==> src/sxd_pkg.sv <==
`timescale 1ns / 1ps
`default_nettype none
// ----------------------------------------------------------------------------
// Sixel stream decoder package
// Shared constants, character codes, result kinds and the result record type.
// ----------------------------------------------------------------------------
package sxd_pkg;

    // Limits of the decoder.
    localparam int P_MAX_VAL   = 32767;
    localparam int P_MAX_CNT   = 32;
    localparam int P_PALETTE   = 256;
    localparam int P_MAX_COL   = 4096;
    localparam int P_MAX_ROW   = 1024;
    localparam int P_NSLOTS    = 5;

    // Result queue depth; it must hold two results beyond the one on the bus.
    localparam int Q_DEPTH     = 4;
    localparam int Q_PTR_W     = $clog2(Q_DEPTH);
    localparam int Q_CNT_W     = $clog2(Q_DEPTH + 1);

    // Parser modes.
    localparam logic [2:0] MODE_UNINIT   = 3'd0;
    localparam logic [2:0] MODE_FINISHED = 3'd1;
    localparam logic [2:0] MODE_GROUND   = 3'd2;
    localparam logic [2:0] MODE_RASTER   = 3'd3;
    localparam logic [2:0] MODE_REPEAT   = 3'd4;
    localparam logic [2:0] MODE_COLOR    = 3'd5;

    // Result kinds.
    localparam logic [1:0] KIND_PAINT   = 2'd0;
    localparam logic [1:0] KIND_COLOR   = 2'd1;
    localparam logic [1:0] KIND_RASTER  = 2'd2;

    // Color models.
    localparam logic [14:0] MODEL_HLS = 15'd1;
    localparam logic [14:0] MODEL_RGB = 15'd2;

    // Input function codes.
    localparam logic FUNC_DATA   = 1'b0;
    localparam logic FUNC_FINISH = 1'b1;

    // Stream characters.
    localparam logic [7:0] CH_RASTER = 8'h22;  // '"'
    localparam logic [7:0] CH_REPEAT = 8'h21;  // '!'
    localparam logic [7:0] CH_COLOR  = 8'h23;  // '#'
    localparam logic [7:0] CH_NEWLN  = 8'h2D;  // '-'
    localparam logic [7:0] CH_CR     = 8'h24;  // '$'
    localparam logic [7:0] CH_SEMI   = 8'h3B;  // ';'
    localparam logic [7:0] CH_ZERO   = 8'h30;  // '0'
    localparam logic [7:0] CH_NINE   = 8'h39;  // '9'
    localparam logic [7:0] CH_SIX_LO = 8'h3F;  // '?'
    localparam logic [7:0] CH_SIX_HI = 8'h7E;  // '~'

    // Output tdata layout, lowest field first.
    localparam int TD_ROW_LSB   = 0;
    localparam int TD_COL_LSB   = 10;
    localparam int TD_RUN_LSB   = 22;
    localparam int TD_MASK_LSB  = 37;
    localparam int TD_CIDX_LSB  = 43;
    localparam int TD_A_LSB     = 52;
    localparam int TD_B_LSB     = 67;
    localparam int TD_C_LSB     = 82;
    localparam int TD_D_LSB     = 97;
    localparam int TD_PRES_LSB  = 112;
    localparam int TD_USED_W    = 116;
    localparam int TD_W         = 120;

    typedef struct packed {
        logic [1:0]  kind;
        logic [9:0]  row;
        logic [11:0] column;
        logic [14:0] run_length;
        logic [5:0]  mask;
        logic [8:0]  color_index;
        logic [14:0] arg_a;
        logic [14:0] arg_b;
        logic [14:0] arg_c;
        logic [14:0] arg_d;
        logic [3:0]  present;
        logic        last;
    } t_result;

    // Results of one transaction: an optional sequence report, then an
    // optional paint run.
    typedef struct packed {
        logic    valid_a;
        logic    valid_b;
        t_result res_a;
        t_result res_b;
    } t_step;

endpackage
`default_nettype wire

==> src/sxd_parser.sv <==
`timescale 1ns / 1ps
`default_nettype none
// ----------------------------------------------------------------------------
// Sixel parser
// Holds the parser state and turns one character per cycle, while input is
// accepted, into up to two result records.
// ----------------------------------------------------------------------------
module sxd_parser
    import sxd_pkg::*;
(
    input  wire logic       i_clk,
    input  wire logic       i_rst_n,
    input  wire logic       i_accept,
    input  wire logic       i_func,
    input  wire logic [7:0] i_ch,
    output t_step           o_step
);

    logic [2:0]  r_mode,  n_mode;
    logic [9:0]  r_row,   n_row;
    logic [11:0] r_col,   n_col;
    logic [14:0] r_rep,   n_rep;
    logic [8:0]  r_color, n_color;
    logic        r_seen,  n_seen;
    logic [14:0] r_pv [P_NSLOTS];
    logic [14:0] n_pv [P_NSLOTS];
    logic [5:0]  r_pcnt,  n_pcnt;
    logic [4:0]  r_given, n_given;
    logic        r_ovf,   n_ovf;

    // Parameter-character update, computed apart from the mode decode.
    logic        is_digit;
    logic        is_semi;
    logic [5:0]  cnt_eff;
    logic [5:0]  slot;
    logic [14:0] sel_val;
    logic [18:0] acc;
    logic [14:0] acc_sat;
    logic [14:0] pc_pv [P_NSLOTS];
    logic [5:0]  pc_cnt;
    logic [4:0]  pc_given;
    logic        pc_ovf;
    logic [14:0] pval [P_NSLOTS];

    always_comb begin
        is_digit = (i_ch >= CH_ZERO) && (i_ch <= CH_NINE);
        is_semi  = (i_ch == CH_SEMI);
        cnt_eff  = (r_pcnt == 6'd0) ? 6'd1 : r_pcnt;
        slot     = is_semi ? cnt_eff : cnt_eff - 6'd1;
        sel_val  = '0;
        for (int k = 0; k < P_NSLOTS; k++) begin
            pval[k] = r_given[k] ? r_pv[k] : 15'd0;
            if (slot == 6'(k)) begin
                sel_val = r_pv[k];
            end
        end
        acc     = ({4'd0, sel_val} << 3) + ({4'd0, sel_val} << 1) + {15'd0, i_ch[3:0]};
        acc_sat = (acc > 19'(P_MAX_VAL)) ? 15'(P_MAX_VAL) : acc[14:0];

        for (int k = 0; k < P_NSLOTS; k++) begin
            pc_pv[k] = r_pv[k];
        end
        pc_cnt   = r_pcnt;
        pc_given = r_given;
        pc_ovf   = r_ovf;
        if (!r_ovf) begin
            pc_cnt = cnt_eff;
            if (is_semi) begin
                if (cnt_eff >= 6'(P_MAX_CNT)) begin
                    pc_ovf = 1'b1;
                end else begin
                    pc_cnt = cnt_eff + 6'd1;
                end
            end
            for (int k = 0; k < P_NSLOTS; k++) begin
                if (slot == 6'(k) && !(is_semi && pc_ovf)) begin
                    pc_pv[k]    = is_semi ? 15'd0 : acc_sat;
                    pc_given[k] = !is_semi;
                end
            end
        end
    end

    // Main step.
    logic        take_param;
    logic        clear_p;
    logic [8:0]  idx;
    logic [15:0] col_sum;
    logic [5:0]  six;

    always_comb begin
        n_mode  = r_mode;
        n_row   = r_row;
        n_col   = r_col;
        n_rep   = r_rep;
        n_color = r_color;
        n_seen  = r_seen;
        n_pcnt  = r_pcnt;
        n_given = r_given;
        n_ovf   = r_ovf;
        for (int k = 0; k < P_NSLOTS; k++) begin
            n_pv[k] = r_pv[k];
        end
        o_step     = '0;
        take_param = 1'b0;
        clear_p    = 1'b0;
        idx        = (pval[0] > 15'(P_PALETTE)) ? 9'(P_PALETTE) : pval[0][8:0];
        col_sum    = '0;
        six        = i_ch[5:0] - CH_SIX_LO[5:0];

        if (i_func == FUNC_FINISH) begin
            if (r_mode != MODE_UNINIT) begin
                n_mode = MODE_FINISHED;
                n_row  = '0;
                n_col  = '0;
            end
        end else begin
            unique case (r_mode)
                MODE_RASTER: begin
                    if (is_digit || is_semi) begin
                        take_param = 1'b1;
                    end else if (!r_seen) begin
                        o_step.valid_a        = 1'b1;
                        o_step.res_a.kind     = KIND_RASTER;
                        o_step.res_a.arg_a    = pval[0];
                        o_step.res_a.arg_b    = pval[1];
                        o_step.res_a.arg_c    = pval[2];
                        o_step.res_a.arg_d    = pval[3];
                        o_step.res_a.present  = r_given[3:0];
                    end
                end
                MODE_REPEAT: begin
                    if (is_digit) begin
                        take_param = 1'b1;
                    end else begin
                        n_rep = (pval[0] != 15'd0) ? pval[0] : 15'd1;
                    end
                end
                MODE_COLOR: begin
                    if (is_digit || is_semi) begin
                        take_param = 1'b1;
                    end else begin
                        n_color = idx;
                        if (r_pcnt >= 6'(P_NSLOTS)
                                && (pval[1] == MODEL_HLS || pval[1] == MODEL_RGB)
                                && idx < 9'(P_PALETTE)) begin
                            o_step.valid_a           = 1'b1;
                            o_step.res_a.kind        = KIND_COLOR;
                            o_step.res_a.color_index = idx;
                            o_step.res_a.arg_a       = pval[1];
                            o_step.res_a.arg_b       = pval[2];
                            o_step.res_a.arg_c       = pval[3];
                            o_step.res_a.arg_d       = pval[4];
                        end
                    end
                end
                MODE_GROUND: begin
                end
                default: begin
                    // A new image starts from a clean state.
                    n_row   = '0;
                    n_col   = '0;
                    n_rep   = 15'd1;
                    n_color = 9'd15;
                    n_seen  = 1'b0;
                    clear_p = 1'b1;
                end
            endcase

            if (take_param) begin
                n_pcnt  = pc_cnt;
                n_given = pc_given;
                n_ovf   = pc_ovf;
                for (int k = 0; k < P_NSLOTS; k++) begin
                    n_pv[k] = pc_pv[k];
                end
            end else begin
                n_mode = MODE_GROUND;
                unique case (i_ch)
                    CH_RASTER: begin
                        n_mode  = MODE_RASTER;
                        clear_p = 1'b1;
                    end
                    CH_REPEAT: begin
                        n_mode  = MODE_REPEAT;
                        clear_p = 1'b1;
                    end
                    CH_COLOR: begin
                        n_mode  = MODE_COLOR;
                        clear_p = 1'b1;
                    end
                    CH_NEWLN: begin
                        if (n_row < 10'(P_MAX_ROW - 1)) begin
                            n_row = n_row + 10'd1;
                        end
                        n_col = '0;
                    end
                    CH_CR: begin
                        n_col = '0;
                    end
                    default: begin
                        if (i_ch >= CH_SIX_LO && i_ch <= CH_SIX_HI) begin
                            if (six != 6'd0) begin
                                o_step.valid_b           = 1'b1;
                                o_step.res_b.kind        = KIND_PAINT;
                                o_step.res_b.row         = n_row;
                                o_step.res_b.column      = n_col;
                                o_step.res_b.run_length  = n_rep;
                                o_step.res_b.mask        = six;
                                o_step.res_b.color_index = n_color;
                            end
                            col_sum = {4'd0, n_col} + {1'b0, n_rep};
                            n_col   = (col_sum > 16'(P_MAX_COL - 1))
                                    ? 12'(P_MAX_COL - 1) : col_sum[11:0];
                            n_rep   = 15'd1;
                        end
                    end
                endcase
                if (n_mode != MODE_RASTER) begin
                    n_seen = 1'b1;
                end
                if (clear_p) begin
                    n_pcnt  = 6'd1;
                    n_given = '0;
                    n_ovf   = 1'b0;
                    for (int k = 0; k < P_NSLOTS; k++) begin
                        n_pv[k] = '0;
                    end
                end
                if (o_step.valid_b) begin
                    o_step.res_b.last = 1'b1;
                end else begin
                    o_step.res_a.last = o_step.valid_a;
                end
            end
        end
    end

    always_ff @(posedge i_clk) begin
        if (!i_rst_n) begin
            r_mode  <= MODE_UNINIT;
            r_row   <= '0;
            r_col   <= '0;
            r_rep   <= 15'd1;
            r_color <= 9'd15;
            r_seen  <= 1'b0;
            r_pcnt  <= '0;
            r_given <= '0;
            r_ovf   <= 1'b0;
            for (int k = 0; k < P_NSLOTS; k++) begin
                r_pv[k] <= '0;
            end
        end else if (i_accept) begin
            r_mode  <= n_mode;
            r_row   <= n_row;
            r_col   <= n_col;
            r_rep   <= n_rep;
            r_color <= n_color;
            r_seen  <= n_seen;
            r_pcnt  <= n_pcnt;
            r_given <= n_given;
            r_ovf   <= n_ovf;
            for (int k = 0; k < P_NSLOTS; k++) begin
                r_pv[k] <= n_pv[k];
            end
        end
    end

endmodule
`default_nettype wire

==> src/sxd_result_queue.sv <==
`timescale 1ns / 1ps
`default_nettype none
// ----------------------------------------------------------------------------
// Sixel result queue
// Small register queue that takes up to two results per cycle and hands one
// per cycle to the output bus while the receiver is ready.
// ----------------------------------------------------------------------------
module sxd_result_queue
    import sxd_pkg::*;
(
    input  wire logic  i_clk,
    input  wire logic  i_rst_n,
    input  wire logic  i_push,
    input  wire t_step i_step,
    output logic       o_space,
    output logic       o_valid,
    input  wire logic  i_ready,
    output t_result    o_res
);

    t_result              r_mem [Q_DEPTH];
    logic [Q_PTR_W-1:0]   r_wptr, n_wptr;
    logic [Q_PTR_W-1:0]   r_rptr, n_rptr;
    logic [Q_CNT_W-1:0]   r_cnt,  n_cnt;
    logic                 push_a;
    logic                 push_b;
    logic                 pop;
    logic [1:0]           n_push;
    t_result              first;

    always_comb begin
        push_a  = i_push && i_step.valid_a;
        push_b  = i_push && i_step.valid_b;
        n_push  = {1'b0, push_a} + {1'b0, push_b};
        first   = push_a ? i_step.res_a : i_step.res_b;
        pop     = o_valid && i_ready;
        n_wptr  = r_wptr + Q_PTR_W'(n_push);
        n_rptr  = r_rptr + Q_PTR_W'(pop);
        n_cnt   = r_cnt + Q_CNT_W'(n_push) - Q_CNT_W'(pop);
        o_valid = (r_cnt != '0);
        o_space = (r_cnt <= Q_CNT_W'(Q_DEPTH - 2));
        o_res   = r_mem[r_rptr];
    end

    always_ff @(posedge i_clk) begin
        if (push_a || push_b) begin
            r_mem[r_wptr] <= first;
        end
        if (push_a && push_b) begin
            r_mem[r_wptr + Q_PTR_W'(1)] <= i_step.res_b;
        end
    end

    always_ff @(posedge i_clk) begin
        if (!i_rst_n) begin
            r_wptr <= '0;
            r_rptr <= '0;
            r_cnt  <= '0;
        end else begin
            r_wptr <= n_wptr;
            r_rptr <= n_rptr;
            r_cnt  <= n_cnt;
        end
    end

endmodule
`default_nettype wire

==> src/sixel_stream_decoder.sv <==
`timescale 1ns / 1ps
`default_nettype none
// ----------------------------------------------------------------------------
// Sixel stream decoder
// Parses a sixel character stream into paint runs, palette definitions and
// raster attributes.
// ----------------------------------------------------------------------------
// The input channel carries one character per transaction in tdata, with the
// function flag in tuser (0 data character, 1 finish image). The output
// channel carries one result per transaction: the kind in tuser, tlast on the
// final result caused by an input character, the other fields in tdata.
// The parser updates its state in the cycle a character is taken and writes
// its results into a four-entry result queue, so each result is registered
// in the queue and appears on the output only after the input transaction.
// A character gives at most two results: a palette or raster report that the
// character closes, then its paint run. The input is taken every cycle while
// the queue has room for two results, so one character per cycle is sustained
// when each gives at most one result and the receiver is ready; a character
// with two results takes two output transactions. When the receiver stalls,
// the queue fills and input ready drops once fewer than two entries are free;
// the head result stays on the bus unchanged. Reset empties the queue and puts
// the parser in its uninitialized mode, in which a finish does nothing and the
// first data character starts a new image.
// ----------------------------------------------------------------------------
module sixel_stream_decoder
    import sxd_pkg::*;
(
    input  wire logic              i_clk,
    input  wire logic              i_rst_n,
    input  wire logic              i_s_axis_tvalid,
    output logic                   o_s_axis_tready,
    input  wire logic [7:0]        i_s_axis_tdata,   // [7:0] ch
    input  wire logic [0:0]        i_s_axis_tuser,   // [0] func
    output logic                   o_m_axis_tvalid,
    input  wire logic              i_m_axis_tready,
    // [9:0] row, [21:10] column, [36:22] run_length, [42:37] mask,
    // [51:43] color_index, [66:52] arg_a, [81:67] arg_b, [96:82] arg_c,
    // [111:97] arg_d, [115:112] present, [119:116] zero
    output logic [TD_W-1:0]        o_m_axis_tdata,
    output logic [1:0]             o_m_axis_tuser,   // [1:0] kind
    output logic                   o_m_axis_tlast
);

    logic    accept;
    logic    space;
    t_step   step;
    t_result head;

    assign o_s_axis_tready = space;
    assign accept          = i_s_axis_tvalid && space;

    sxd_parser u_parser (
        .i_clk    (i_clk),
        .i_rst_n  (i_rst_n),
        .i_accept (accept),
        .i_func   (i_s_axis_tuser[0]),
        .i_ch     (i_s_axis_tdata),
        .o_step   (step)
    );

    sxd_result_queue u_queue (
        .i_clk    (i_clk),
        .i_rst_n  (i_rst_n),
        .i_push   (accept),
        .i_step   (step),
        .o_space  (space),
        .o_valid  (o_m_axis_tvalid),
        .i_ready  (i_m_axis_tready),
        .o_res    (head)
    );

    assign o_m_axis_tdata = {(TD_W - TD_USED_W)'(0), head.present, head.arg_d, head.arg_c,
                             head.arg_b, head.arg_a, head.color_index, head.mask,
                             head.run_length, head.column, head.row};
    assign o_m_axis_tuser = head.kind;
    assign o_m_axis_tlast = head.last;

endmodule
`default_nettype wire

==> config.mk <==
export PLATFORM = sky130hd
export DESIGN_NAME = sixel_stream_decoder
export DESIGN_NICKNAME = d
export VERILOG_FILES = /design/src/sxd_pkg.sv /design/src/sxd_parser.sv /design/src/sxd_result_queue.sv /design/src/sixel_stream_decoder.sv
export SDC_FILE = /design/constraint.sdc
export NUM_CORES = 1
export LEC_CHECK = 0
export BUFFER_PORTS_ARGS = -buffer_cell sky130_fd_sc_hd__clkbuf_2
export CAP_MARGIN = 30
export CORE_MARGIN = 5
export CORE_UTILIZATION = 45
export CTS_CLUSTER_DIAMETER = 50
export DETAILED_ROUTE_END_ITERATION = 8
export GPL_TIMING_DRIVEN = 0
export MAX_ROUTING_LAYER = met4
export SETUP_SLACK_MARGIN = 0.2
export SLEW_MARGIN = 10
export SYNTH_ARGS = -nofsm -noshare
export SYNTH_HDL_FRONTEND = slang
export SYNTH_SLANG_ARGS = --single-unit
==> constraint.sdc <==
create_clock -name i_clk -period 5.9 [get_ports i_clk]
set_clock_uncertainty 0.15 [all_clocks]
set_input_delay 0.295 -clock i_clk [delete_from_list [all_inputs] [get_ports i_clk]]
set_output_delay 0.295 -clock i_clk [all_outputs]
set_load 0.01 [all_outputs]
==> metrics.yaml <==
final_layout:
  fin_util: 0.5384
  syn_to_final_growth_pct: 19.02
  final-instance-count-excl-fill: 3451
  final_cell_mix: "dfxtp_1 (330), edfxtp_1 (287), a22o_1 (261)"
  nets: 2667
  fin_area_sq_um: 33040
  final_common_cell: "dfxtp_1"
  drive_above_1_share: 0.2127
critical_path:
  critPathCaptureType: "register"
  reg2reg_depth: 27
  cp_max_fo: 8
  cp.arrival_ps: 5770
  worstSetupStartpointType: "register"
  cp.required_ps: 6070
  timing.rr.end: "u_parser.r_pv[0][58]$_SDFFCE_PN0P_"
  reg2reg_from: "u_parser.r_pcnt[5]$_SDFFE_PN0P_"
  crit_type: "reg2reg"
  r2r_setup_slack_ps: 300
sta:
  fin_ws_ps: 303.8
  drv_slew: 0
  worstMarginPinSlew_ps: 1197
  finalCritPeriodShare: 0.9485
  hold_violations: 0
  rsz0062_at_grt: "true"
  max_freq_ghz: 0.1787
  finalSetupViolCount: 0
  fin_crit_ps: 5596
  maxSlewHeadroom: 0.2017
grt:
  grt_max_degree: 54
  grt-ovfl-total: 0
  grtUsageTotal: 0.2586
  antenna_found_initial: 6
  grt_pass1_vias: 20850
  grt_pass1_wl_um: 129900
yosys:
  synth-main-ff-cell: "dfxtp_1"
  ys_seq_area_frac: 0.5505
  ys_warn_count: 0
  synthXorXnorAreaFrac: 0.01136
  async_flop_share: 0
  yosys_register_bits: 620
  syn_inst: 2328
  synth_compound_area_frac: 0.1708
  ys_types: 83
  synth_edf_count: 287
  syn_avg_cell_area_sq_um: 11.93
  synth_top_family_by_area: "compound AO/OA/AOI/OAI gates"
  syn-cell-area_sq_um: 27760
  muxShareOfSynthArea: 0.09807
  synth_adder_area_share: 0.02767
  yosys.area_share.simple: 0.1078
hold_path:
  hp-class: "in2reg"
  worstHoldStart: "i_s_axis_tuser"
  min_to: "u_parser.r_mode[1]$_SDFFE_PN0P_"
  holdPathStages: 4
drt:
  viasPerCell: 6.151
  drcViolationCount: 0
  wl_um: 86700
  antenna_left: 0
  drt_first_pass_iters: 6
  vias: 21230
  drt_iter0_drc: 2162
  post_drt_wl_per_cell_um: 25.12
flow_run:
  drv_cap: 0
clock_tree:
  clk_path_buf_depth: 3
  clock_sinks: 620
  cts-buffers-inserted: 76
  cts.reportedPaths.clkPinSlew_ps: 60
  cts_root_buf: "clkbuf_16"
  cts_tree: "done"
  postCtsHoldBufs: 0
  cts_htree_levels: 3
  clock_latency_ps: 640
power:
  p_switching_mw: 2.989
  power_mw: 11.02
  power.internal_mw: 8.032
  pwr-share-seq: 0.422
  cellPowerDensity_nw_per_um2: 333.5
  p_clk_frac: 0.425
  swShare: 0.2712
  pwr-share-comb: 0.153
  worst_ir_drop_vdd_uv: 210.2
  p_leak_nw: 11.87
place:
  post-dp-hpwl_um: 61500
  place_area_sq_um: 29690
  place_ws_ps: -1153
  port_buffers: 130
  place.gp.congestion: 0.9198
  dp.cells: 3266
floorplan:
  dieArea_sq_um: 66760
  initial_utilization: 0.4524
  rows: 91
  core_sq_um: 61370
  die_y_um: 258.4
  boundaryPins: 138
  die_w_um: 258.4
outcome:
  status: "finished, final reports clean"
-- critical path, stage by stage, from the launching register on --
cell and delay (ps):
dfxtp_4 360, nor3_4 190, nor3b_4 270, nor2_4 80, ha_4 180, inv_4 60
a2111oi_4 30, xnor2_1 190, nand2_1 100, and3b_2 280, and2_4 150, buf_6 110
buf_8 140, buf_4 130, a22oi_1 80, a31oi_1 360, ha_1 310, ha_1 300
o21ai_1 110, a211oi_1 390, a2111oi_4 110, buf_4 150, buf_4 140, o31a_1 320
nor3_4 210, buf_6 150, buf_8 140, a21oi_4 80
-- layer usage --
layer / part of all wire / track usage / up-vias
met5: 0 / - / -
met4: 0.031 / 0.07939 / 0
met3: 0.080 / 0.04901 / 156
met2: 0.49 / 0.4163 / 973
met1: 0.40 / 0.3363 / 10670
li1: - / - / 9427
-- stage by stage --
stage | hold slack (ps) | setup TNS (ps)
floorplan | 266.6 | 0
global placement | 278.3 | -370310
detailed placement | 284.4 | -109590
CTS | 23.34 | 0
global route | 102.9 | 0
finish | 53.21 | 0
-- power groups by stage --
stage	clock network [mW]	registers [mW]	logic (mW)
after floorplan	0	4.69	1.01
after global placement	0	4.73	1.52
after detailed placement	0	4.73	1.59
after CTS	4.72	4.64	1.63
after global routing	4.92	4.65	1.80
final	4.69	4.65	1.69
-- synth_stat cells (all sizes together) (19+ instances only) --
cell type    n  area (sq um)
mux4       119          2680
ha          55         688.2
nand2      196         735.7
clkbuf     106         397.9
inv         35         131.4
buf         70         405.4
a31oi       25         156.4
a22oi       46         345.3
edfxtp     287          8618
a22o       261          2286
a21oi       50         257.8
o21ai      105         529.3
nor3        19         105.1
dfxtp      333          6666
nor2       254          1005
o22ai       29         181.4
and2        41         256.5
nand3       26         130.1
nor2b       37         231.5
-- flip-flops by register name, indices dropped and copies added, names as in the netlist --
| signal | flops |
|---|---|
| u_parser.r_col | 12 |
| u_parser.r_color | 9 |
| u_parser.r_given | 5 |
| u_parser.r_mode | 3 |
| u_parser.r_ovf | 1 |
| u_parser.r_pcnt | 6 |
| u_parser.r_pv | 75 |
| u_parser.r_rep | 15 |
| u_parser.r_row | 10 |
| u_parser.r_seen | 1 |
| u_queue.r_cnt | 3 |
| u_queue.r_mem | 476 |
| u_queue.r_rptr | 2 |
| u_queue.r_wptr | 2 |
-- cell type report --
type / count / area (sq um)
antenna: 5 / 12.51
sequential: 620 / 15290
inverter: 35 / 156.4
fill: 5173 / 28330
multi-input combinational: 1500 / 11910
buffer: 176 / 882.1
clock buffer: 95 / 2112
clock inverter: 44 / 451.7
tap: 790 / 988.4
timing repair buffer: 186 / 1236
-- worst max-delay path by stage --
stage	from	endpoint	slack (ps)	cells after the start
final	u_parser.r_pcnt[5]$_SDFFE_PN0P_	u_parser.r_pv[0][58]$_SDFFCE_PN0P_	300	27
after global routing	u_parser.r_pcnt[5]$_SDFFE_PN0P_	u_parser.r_pv[0][42]$_SDFFCE_PN0P_	50	27
after CTS	u_parser.r_pcnt[3]$_SDFFE_PN0P_	u_parser.r_pv[0][54]$_SDFFCE_PN0P_	170	26
after detailed placement	u_parser.r_pcnt[5]$_SDFFE_PN0P_	u_parser.r_pv[0][50]$_SDFFCE_PN0P_	-1150	24
after global placement	i_s_axis_tdata[3]	u_queue.r_mem[1][104]$_DFFE_PP_	-1590	17
after floorplan	u_parser.r_pcnt[3]$_SDFFE_PN0P_	u_parser.r_pv[0][10]$_SDFFCE_PN0P_	250	25
-- repair_timing --
item | in CTS | in global routing
setup buffers | 11 | 22
gates cloned | 1 | 0
resized for setup | 59 | 63
pin swaps | 7 | 18
setup endpoints to repair | 192 | 237
-- logic make-up after synthesis --
group,Yosys count
xor+xnor,36
buf+inv,211
fa+ha+maj,59
flops,620
compound gates,632
mux,123
simple gates,646
other cells,1
Power figures use the tool's default switching activity.
